===== config.mk =====
export PLATFORM = sky130hd
export DESIGN_NAME = qrs_div_cell
export DESIGN_NICKNAME = d
export VERILOG_FILES = /design/src/rtl/core/qrs_pkg.sv /design/src/rtl/core/qrs_div_cell.sv
export SDC_FILE = /design/constraint.sdc
export NUM_CORES = 1
export LEC_CHECK = 0
export BUFFER_PORTS_ARGS = -buffer_cell sky130_fd_sc_hd__buf_4
export CAP_MARGIN = 15
export CORE_UTILIZATION = 31
export DETAILED_ROUTE_END_ITERATION = 12
export SETUP_SLACK_MARGIN = 0.15
export SLEW_MARGIN = 10
export SYNTH_ARGS = -nofsm -noshare
export SYNTH_HDL_FRONTEND = slang
export SYNTH_SLANG_ARGS = --single-unit
export TNS_END_PERCENT = 20

===== constraint.sdc =====
create_clock -name clk -period 9.1 [get_ports clk]
set_clock_uncertainty 0.15 [all_clocks]
set_input_delay 0.91 -clock clk [delete_from_list [all_inputs] [get_ports clk]]
set_output_delay 0.91 -clock clk [all_outputs]
set_load 0.005 [all_outputs]

===== src/rtl/core/qrs_pkg.sv =====
package qrs_pkg;

  localparam int DW   = 32;          // coefficient and root width
  localparam int FW   = 16;          // fraction bits
  localparam int MW   = DW;          // magnitude width, holds 2^(DW-1)
  localparam int PW   = 2 * MW;      // product width
  localparam int SQW  = DW + 1;      // square root width
  localparam int RADW = 2 * SQW;     // radicand width, equals PW + 2
  localparam int RW   = SQW + 3;     // root remainder width
  localparam int NW   = SQW + 1;     // numerator magnitude width
  localparam int NSW  = NW + 1;      // signed numerator width
  localparam int QW   = NW + FW;     // dividend and quotient width
  localparam int DVW  = DW + 1;      // divisor width, 2*|a|
  localparam int WW   = DVW + QW;    // divider working word
  localparam int LAT  = 3 + SQW + 1 + QW + 1;

  localparam logic [QW-1:0] QHALF = QW'(1) << (DW - 1);

  typedef enum logic [1:0] {
    ST_REAL  = 2'd0,
    ST_CPLX  = 2'd1,
    ST_AZERO = 2'd2
  } status_t;

  typedef struct packed {
    logic          azero;
    logic          an;
    logic          bn;
    logic          dneg;
    logic [MW-1:0] am;
    logic [MW-1:0] bm;
  } sq_side_t;

  typedef struct packed {
    logic           azero;
    logic           cplx;
    logic           neg0;
    logic           neg1;
    logic [DVW-1:0] d;
  } dv_side_t;

  // {saturated, value}
  function automatic logic [DW:0] clip(input logic [QW-1:0] q, input logic neg);
    logic [QW-1:0] t;
    t = QW'(0) - q;
    if (neg) begin
      if (q > QHALF) return {1'b1, QHALF[DW-1:0]};
      return {1'b0, t[DW-1:0]};
    end
    if (q > QHALF - QW'(1)) return {1'b1, (QHALF[DW-1:0] - DW'(1))};
    return {1'b0, q[DW-1:0]};
  endfunction

endpackage


===== src/rtl/core/qrs_div_cell.sv =====
module qrs_div_cell (
  input  logic                   clk,
  input  logic                   rst_n,
  input  logic                   in_vld,
  input  qrs_pkg::dv_side_t      in_side,
  input  logic [qrs_pkg::WW-1:0] in_w0,
  input  logic [qrs_pkg::WW-1:0] in_w1,
  output logic                   out_vld,
  output qrs_pkg::dv_side_t      out_side,
  output logic [qrs_pkg::WW-1:0] out_w0,
  output logic [qrs_pkg::WW-1:0] out_w1
);
  import qrs_pkg::*;

  logic          vld_r;
  dv_side_t      side_r;
  logic [WW-1:0] w0_r, w0_nxt, w1_r, w1_nxt;

  // word holds {remainder, dividend bits left, quotient bits so far}
  function automatic logic [WW-1:0] div_step(input logic [WW-1:0] w,
                                             input logic [DVW-1:0] d);
    logic [DVW:0] top, dif;
    logic         ge;
    top = w[WW-1 -: DVW+1];
    ge  = top >= {1'b0, d};
    dif = ge ? top - {1'b0, d} : top;
    return {dif[DVW-1:0], w[QW-2:0], ge};
  endfunction

  always_comb begin
    w0_nxt = div_step(in_w0, in_side.d);
    w1_nxt = div_step(in_w1, in_side.d);
  end

  always_ff @(posedge clk) begin
    if (!rst_n) begin
      vld_r <= 1'b0;
    end else begin
      vld_r <= in_vld;
    end
  end

  always_ff @(posedge clk) begin
    side_r <= in_side;
    w0_r   <= w0_nxt;
    w1_r   <= w1_nxt;
  end

  assign out_vld  = vld_r;
  assign out_side = side_r;
  assign out_w0   = w0_r;
  assign out_w1   = w1_r;

endmodule


==> key figures <==
Cells and area
  • Nets: ~1500
  • Share of cells above drive strength 1: about two fifths
  • Sequential cell area: 4080 µm²
  • Fill cells: around 2700
  • Final core utilization: a little under half
  • Non-Filler Instances: between 1500 and 2000
  • Area Growth Syn to Fin: 49.1%
  • Multi-input logic area: roughly 4300 µm²

Route
  • Drt first pass iters: 5
  • Final ANT Viol Nets: 0
  • Post-DR vias/cell: ~4.7
  • Residual DRC: 0
  • Total wire length: 32600 µm
  • Wire per inst: between 15 and 20 µm
  • Detailed-route via count: roughly 7900
  • DRT iter0 DRCs: a little under 400

Synthesis
  • Async set-reset flop share out of synthesis: 0%
  • YS warnings: 0
  • Top cell type's share of synthesized area: 46.7%
  • Register area share after synthesis: 46.7%
  • Post-synthesis net count: 1129
  • Synthesized flop and latch total: between 200 and 250
  • Mapped Area: 8750 µm²
  • Number of flops mapped to enable cells by yosys: 0
  • Library cells used by synthesis: roughly 70
  • Ys flop type: dfxtp_1
  • Synth Instances: around 860
  • Synth area leader: dfxtp_1
  • Synth top area cells: dfxtp_1 (47%), ha_1 (9.4%), a21oi_1 (3.3%), mux2_4 (3.3%), xnor2_1 (3.2%)
  • Syn Area/Cell: slightly above 10 µm²

Worst hold path
  • Hold Path Class: input pin to flip-flop

Floorplanning
  • Row Count: about 60
  • Die W: roughly 170 µm
  • I/O pins: a little over 400
  • Initial Util: between 30% and 40%
  • Die Height: approximately 170 µm
  • Die area: 28900 µm²
  • Core Region: 27800 µm²

GRT
  • First-pass GRT wire length: between 40000 and 50000 µm
  • GRT overflow: 0
  • Antenna violations before repair: 1
  • Vias in the first global route: approximately 7700
  • Largest net degree at the start of global routing: 28
  • Total track usage: around a fifth

STA
  • Setup Total Neg Slack: 0 ns
  • Max-slew violations: 0
  • Worst slew pin tran: ~1.2 ns
  • Max frequency: 223 MHz
  • Rel. slew slack: 19.8%
  • Final Hold Violating Endpoints: 0
  • Fin crit share: 49.3%
  • RSZ-0062 raised after global routing: no
  • Post-layout min period: 4.48 ns
  • Final setup violation count: 0

Worst setup path
  • Crit-path max FO: 27
  • Setup crit end kind: flip-flop
  • CP arrival: roughly 4.7 ns
  • CP required: 9.35 ns
  • Critical Path Source Type: input pin
  • Crit path kind: input pin to flip-flop

Clock tree
  • Setup Buffers After CTS: 0
  • Root buffer cell: clkbuf_16
  • Clk sinks: 204
  • Num CTS Buffers: 25
  • CTS max path bufs: 3
  • Clock-pin slew on the worst setup and hold paths: approximately 0.06 ns
  • CTS tree: built
  • CTS resizes: 0
  • H-tree depth: 1
  • Hold buffer count at CTS: 0

Power
  • PwrDens: 205 nW/µm²
  • Pleak: around 6.3 nW
  • Peak supply drop: 0.000123 V

Run
  • Maxcap violations: 0

Outcome
  • Outcome: finished clean

Placement
  • Gpl congestion: ~0.86
  • Placed Cells: about 1600
  • Input/output buffers: 409
  • HPWL after DPL: 26700 µm
-- layout make-up --
class / instances / share of cell area, %
clock buffer: 31 / 5.12
multi-input combinational: 568 / 33.1
clock inverter: 14 / 1.45
inverter: 60 / 1.76
sequential: 204 / 31.3
timing repair buffer: 410 / 23.6
antenna: 1 / 0.0192
tap: 378 / 3.63
-- synthesized netlist by cell type, types with 4 or more instances --
library cell and n:
mux2_4 19, o21ai_0 34, o21bai_1 5, a31o_2 4, nor2_1 48, a21o_1 37, xor2_1 15, mux2_1 22
o211ai_1 10, and3_1 10, dfxtp_1 204, xnor2_1 32, inv_1 58, a21boi_0 5, a211oi_1 7, clkbuf_1 17
o31ai_1 12, a31oi_1 7, mux2_2 7, o21a_1 13, nor3_1 17, or2_2 5, ha_1 66, nand2_1 40
nor2b_1 6, nand4_1 13, a21oi_1 57, nand3_1 17
-- routing by layer --
| layer | up-vias | global-route usage (%) | wire, µm | share of wire [%] |
|---|---|---|---|---|
| met3 | 45 | 5.72 | 2740 | 8.4 |
| met1 | 3630 | 23.9 | 12600 | 39 |
| met2 | 308 | 39.4 | 16500 | 51 |
| li1 | 3897 | - | - | - |
| met4 | 0 | 5.99 | 799 | 2.5 |
| met5 | - | 0 | 0 | 0 |
-- report_power, final --
group	leakage (nW)	internal, W	switching, W
Combinational	4.21	0.000331	0.000292
Clock	0.401	0.000635	0.000399
Sequential	1.72	0.000990	0.0000295
-- cells in the final DEF (no fill, tap or decap), types with 7 or more instances in the layout --
cell type,count
buf_4,410
a211oi_1,7
clkbuf_16,25
a21o_1,37
mux2_2,7
o31ai_1,12
dfxtp_1,204
xor2_1,15
nor2_1,48
xnor2_1,32
a21oi_1,57
mux2_4,19
o211ai_1,10
o21a_1,13
nor3_1,17
nand3_1,17
nand4_1,13
a31oi_1,7
inv_1,58
and3_1,10
nand2_1,40
o21ai_0,34
mux2_1,22
ha_1,66
-- worst paths after layout --
path                  slack [ns]  depth (start not counted)  startpoint          to
worst max-delay path        4.62                         14   in_w1[49]  out_w1[52]
worst min-delay path        0.34                          1   in_w1[38]  out_w1[39]
-- through the flow --
| step | total power, W | area [µm²] | setup slack (ns) | hold slack, ns |
|---|---|---|---|---|
| floorplan | 0.00134 | 8750 | 4.88 | 0.788 |
| CTS | 0.00271 | 13000 | 4.60 | 0.321 |
| finish | 0.00268 | 13000 | 4.62 | 0.341 |
| global placement | 0.00166 | 12200 | 4.26 | 0.865 |
| detailed placement | 0.00166 | 12200 | 4.12 | 0.865 |
| global route | 0.00280 | 13000 | 4.39 | 0.323 |
-- cells by family (layout without fill, tap and decap cells) --
logic type / after synthesis / in the layout / share of synthesized area, %
AO/OA/AOI/OAI: 223 / 223 / 17.4
flip-flops: 204 / 204 / 46.7
AND/OR/NAND/NOR: 180 / 180 / 10.2
buffers and inverters: 83 / 515 / 3.92
adder cells (fa/ha/maj): 68 / 68 / 9.90
multiplexers: 50 / 50 / 7.22
XOR/XNOR: 47 / 47 / 4.71
other: 0 / 1 / 0
-- registers in the layout, summed over array words and instances (netlist names) --
name	cells
out_w1	83
out_side	37
out_vld	1
out_w0	83
-- worst max-delay path, cell delays in order --
cell and delay [ns]:
buf_4 0.11, inv_1 0.06, ha_1 0.17, inv_1 0.06, fa_1 0.40, a21o_1 0.22, a221oi_2 0.44, o221ai_2 0.22
a2111o_1 0.53, a211oi_2 0.35, o31a_4 0.23, o21a_1 0.40, inv_6 0.23, mux2_1 0.39
Note: power is estimated with default switching activity, not from simulation.
