`src/rtl/core/qrs_pkg.sv`:
```
package qrs_pkg;

  localparam int DW   = 32;          // coefficient and root width
  localparam int FW   = 16;          // fraction bits
  localparam int MW   = DW;          // magnitude width, holds 2^(DW-1)
  localparam int PW   = 2 * MW;      // product width
  localparam int SQW  = DW + 1;      // square root width
  localparam int RADW = 2 * SQW;     // radicand width, equals PW + 2
  localparam int RW   = SQW + 3;     // root remainder width
  localparam int NW   = SQW + 1;     // numerator magnitude width
  localparam int NSW  = NW + 1;      // signed numerator width
  localparam int QW   = NW + FW;     // dividend and quotient width
  localparam int DVW  = DW + 1;      // divisor width, 2*|a|
  localparam int WW   = DVW + QW;    // divider working word
  localparam int LAT  = 3 + SQW + 1 + QW + 1;

  localparam logic [QW-1:0] QHALF = QW'(1) << (DW - 1);

  typedef enum logic [1:0] {
    ST_REAL  = 2'd0,
    ST_CPLX  = 2'd1,
    ST_AZERO = 2'd2
  } status_t;

  typedef struct packed {
    logic          azero;
    logic          an;
    logic          bn;
    logic          dneg;
    logic [MW-1:0] am;
    logic [MW-1:0] bm;
  } sq_side_t;

  typedef struct packed {
    logic           azero;
    logic           cplx;
    logic           neg0;
    logic           neg1;
    logic [DVW-1:0] d;
  } dv_side_t;

  // {saturated, value}
  function automatic logic [DW:0] clip(input logic [QW-1:0] q, input logic neg);
    logic [QW-1:0] t;
    t = QW'(0) - q;
    if (neg) begin
      if (q > QHALF) return {1'b1, QHALF[DW-1:0]};
      return {1'b0, t[DW-1:0]};
    end
    if (q > QHALF - QW'(1)) return {1'b1, (QHALF[DW-1:0] - DW'(1))};
    return {1'b0, q[DW-1:0]};
  endfunction

endpackage

```
`src/rtl/core/qrs_sqrt_cell.sv`:
```
module qrs_sqrt_cell (
  input  logic                    clk,
  input  logic                    rst_n,
  input  logic                    in_vld,
  input  qrs_pkg::sq_side_t       in_side,
  input  logic [qrs_pkg::RADW-1:0] in_rad,
  input  logic [qrs_pkg::RW-1:0]  in_rem,
  input  logic [qrs_pkg::SQW-1:0] in_root,
  output logic                    out_vld,
  output qrs_pkg::sq_side_t       out_side,
  output logic [qrs_pkg::RADW-1:0] out_rad,
  output logic [qrs_pkg::RW-1:0]  out_rem,
  output logic [qrs_pkg::SQW-1:0] out_root
);
  import qrs_pkg::*;

  logic            vld_r;
  sq_side_t        side_r;
  logic [RADW-1:0] rad_r, rad_nxt;
  logic [RW-1:0]   rem_r, rem_nxt, rem_sh, trial;
  logic [SQW-1:0]  root_r, root_nxt;
  logic            ge;

  // bring down two radicand bits, try root*4+1
  always_comb begin
    rem_sh   = {in_rem[RW-3:0], in_rad[RADW-1 -: 2]};
    trial    = {1'b0, in_root, 2'b01};
    ge       = rem_sh >= trial;
    rem_nxt  = ge ? rem_sh - trial : rem_sh;
    root_nxt = {in_root[SQW-2:0], ge};
    rad_nxt  = {in_rad[RADW-3:0], 2'b00};
  end

  always_ff @(posedge clk) begin
    if (!rst_n) begin
      vld_r <= 1'b0;
    end else begin
      vld_r <= in_vld;
    end
  end

  always_ff @(posedge clk) begin
    side_r <= in_side;
    rad_r  <= rad_nxt;
    rem_r  <= rem_nxt;
    root_r <= root_nxt;
  end

  assign out_vld  = vld_r;
  assign out_side = side_r;
  assign out_rad  = rad_r;
  assign out_rem  = rem_r;
  assign out_root = root_r;

endmodule

```
`config.mk`:
```
export PLATFORM = sky130hd
export DESIGN_NAME = qrs_sqrt_cell
export DESIGN_NICKNAME = d
export VERILOG_FILES = /design/src/rtl/core/qrs_pkg.sv /design/src/rtl/core/qrs_sqrt_cell.sv
export SDC_FILE = /design/constraint.sdc
export NUM_CORES = 1
export LEC_CHECK = 0
export BUFFER_PORTS_ARGS = -buffer_cell sky130_fd_sc_hd__buf_2
export CORE_AREA = 2 2 161 163
export DETAILED_ROUTE_END_ITERATION = 6
export DIE_AREA = 0 0 163 165
export GPL_ROUTABILITY_DRIVEN = 0
export MAX_ROUTING_LAYER = met4
export PLACE_DENSITY_LB_ADDON = 0.05
export SLEW_MARGIN = 20
export SYNTH_ARGS = -nofsm -noshare
export SYNTH_HDL_FRONTEND = slang
export SYNTH_SLANG_ARGS = --single-unit
export TNS_END_PERCENT = 1
```
`constraint.sdc`:
```
create_clock -name clk -period 2.7 [get_ports clk]
set_clock_uncertainty 0.1 [all_clocks]
set_input_delay 0 -clock clk [delete_from_list [all_inputs] [get_ports clk]]
set_output_delay 0 -clock clk [all_outputs]
set_load 0.01 [all_outputs]
```
==> impl_metrics.yaml <==
routing:
  drt_iter0_drc: 260
  first_pass_iters: 4
  wire_per_inst_um: 16.1
  drt_wl_total_um: 25100
  routed_via_density: 4.07
  antenna_left: 0
  vias: 6340
  drcViolationCount: 0
setup_path:
  start_kind: "primary input"
  cpPeakStageDelay_ps: 530
  path_buf_inv: 7
  crit_arrival_ps: 2920
  cpMostUsedCell: "buf_4"
  crit_fanout: 9
  cpMaxStageDelayCell: "dlygate4sd3_1"
  critPathRequiredTime_ps: 2990
  cp-end-kind: "flip-flop"
  crit_family: "buffers and inverters"
  crit_type: "in2reg"
  crit_chain: "dlygate4sd3_1 > buf_2 > inv_1 > ha_4 > buf_4 > nor2_1 > nor3b_1 > o41ai_2 > buf_4 > o211ai_4 > a41o_4 > a21oi_4 > clkinv_4 > clkbuf_16 > mux2_4"
synthesis:
  synthCells: 547
  async_reset_ff_frac: 0
  synth_flop_cell: "dfxtp_1"
  ys_ff_latch: 202
  syn-cell-area_mm2: 0.00663
  syn_area_per_cell_um2: 12.1
  synth_seq_area_share: 0.610
  ys_types: 56
  synth-edff-count: 0
  synth-warning-count: 0
sta:
  worst_pin_slew_ps: 524
  slew_viol_final: 0
  hold_viol: 2
  finalSetupViolations: 0
  period_share: 0.974
  max-slew-margin-rel: 0.647
  rsz0062_at_grt: "true"
  holdWs_ps: -354
  finalCriticalPeriod_ps: 2630
  fmax_ghz: 0.380
layout:
  finalNetCount: 1451
  drive_above_1_share: 0.442
  final_cells: 1557
  area_growth_pct: 86.1
  num-fill-cells: 2353
grt:
  grt_pass1_wl_um: 35300
  grt_max_degree: 19
  overflow: 0
  grt_pass1_vias: 6351
  antenna_found_initial: 2
  grt_usage: 0.176
run:
  cap_viol_max_count: 0
cts:
  cts.htree.levels: 1
  cts_made_buffers: 22
  clkTransAtPathRegs_ps: 60
  clock-sinks: 202
  cts_tree: "yes"
  clockRootBuffer: "clkbuf_16"
  clockBufferDepth: 3
min_path:
  hp-start: "in_rem[5]"
  hold_end: "out_rem[7]"
  whs_path_depth: 2
  hold_path_class: "in2reg"
pwr:
  power.density_mw_per_mm2: 662
  total_power_mw: 8.18
  power.leakage_nw: 6.06
  vdd_drop_max_uv: 466
floorplan:
  rows: 58
  die_y_um: 165
  die_x_um: 163
  start_util: 0.265
  core_area_mm2: 0.0250
  ioPinCount: 410
  die_area_mm2: 0.0269
placed_design:
  port_buffers: 405
  place_hpwl_um: 18800
  dpl.cell_count: 1307
run_status:
  status: "finished with violations"
  violations: "hold timing"
worst max path at each step:
stage	startpoint	end	slack [ps]	depth (start not counted)
after global placement	in_rem[4]	out_rem[35]	-100	11
after global routing	in_root[8]	out_rem[33]	-80	14
after floorplan	in_root[0]	out_rem[10]	100	12
after detailed placement	in_rem[4]	out_rem[35]	-60	11
final	in_root[19]	out_rem[15]	70	15
after CTS	in_rem[17]	out_rem[30]	0.5	14
power breakdown:
part           leakage (nW)  switching (mW)  internal (mW)
combinational          3.98           0.764          0.910
clock                 0.377            1.25           1.97
sequential             1.70          0.0556           3.23
total                  6.06            2.07           6.11
logic make-up (layout without fill, tap and decap cells):
kind of cell	Yosys count	count (layout)	synth area share
flip-flops	202	202	0.610
AO/OA/AOI/OAI	100	100	0.108
AND/OR/NAND/NOR	89	89	0.0687
buffers and inverters	57	734	0.0372
adder cells (fa/ha/maj)	35	35	0.0660
multiplexers	32	32	0.0688
XOR/XNOR	31	31	0.0409
other	1	4	0.000565
area by class of cell:
class                           count  area (µm²)  share of cell area
Timing Repair Buffer              647        4430               0.359
Sequential cell                   202        4040               0.328
Multi-Input combinational cell    289        2490               0.202
Clock buffer                       25         593              0.0480
Tap cell                          330         413              0.0334
Clock inverter                     14         185              0.0150
Inverter                           48         185              0.0150
Antenna cell                        2        5.00            0.000405
cell usage in the layout (no fill, tap or decap), types with 19 or more instances in the layout:
master / count
ha_1: 28
nand2_1: 26
dfxtp_1: 202
inv_1: 45
mux2_4: 26
a21oi_1: 29
dlygate4sd3_1: 205
xnor2_1: 19
buf_4: 33
buf_2: 403
clkbuf_16: 25
o21ai_0: 20
cell usage after synthesis, types with 2 or more instances:
| cell | instances | area share |
|---|---|---|
| xnor2_1 | 19 | 0.025 |
| o21bai_1 | 4 | 0.0045 |
| nor2_1 | 12 | 0.0068 |
| nand3_1 | 10 | 0.0075 |
| nor2b_1 | 4 | 0.0038 |
| buf_4 | 2 | 0.0023 |
| mux2_4 | 26 | 0.059 |
| and3_1 | 10 | 0.0094 |
| a21o_1 | 9 | 0.010 |
| o21ai_0 | 20 | 0.015 |
| nor3b_1 | 2 | 0.0023 |
| nand4_1 | 7 | 0.0066 |
| dfxtp_1 | 202 | 0.61 |
| nand2_1 | 27 | 0.015 |
| and4_1 | 2 | 0.0026 |
| a31o_2 | 2 | 0.0026 |
| buf_6 | 3 | 0.0051 |
| mux2_2 | 5 | 0.0085 |
| and2_1 | 4 | 0.0038 |
| ha_1 | 35 | 0.066 |
| clkbuf_1 | 4 | 0.0023 |
| o21a_1 | 5 | 0.0057 |
| or2_2 | 2 | 0.0019 |
| o211ai_1 | 4 | 0.0045 |
| nor3_1 | 5 | 0.0038 |
| a21oi_1 | 33 | 0.025 |
| inv_1 | 47 | 0.027 |
| xor2_1 | 12 | 0.016 |
| a211oi_1 | 3 | 0.0034 |
state kept, by name, indices dropped and copies added, names as in the netlist:
name / flops
out_rem: 36
out_rad: 64
out_root: 33
out_vld: 1
out_side: 68
per-stage QoR:
step,area [µm²],setup WS (ps),TNS (ps),util
finish,12300,70.2,0,0.493
detailed placement,9290,-62.7,-890,0.371
global placement,9290,-97.8,-261,0.371
CTS,12100,0.541,0,0.482
global route,12300,-76.3,-162,0.493
floorplan,6640,105,0,-
routing by layer:
layer	GRT usage	wire (µm)	part of all wire
met1	0.195	10000	0.40
met3	0.0445	1760	0.070
met5	-	0	0
met2	0.314	12700	0.51
met4	0.0503	553	0.022
repair_timing:
action | 4_1_cts | 5_1_grt
gates resized for setup | 0 | 25
hold endpoints to repair | 201 | 6
hold buffers | 201 | 6
setup endpoints to repair | 0 | 33
setup buffers | 0 | 2
Power figures use the tool's default switching activity.
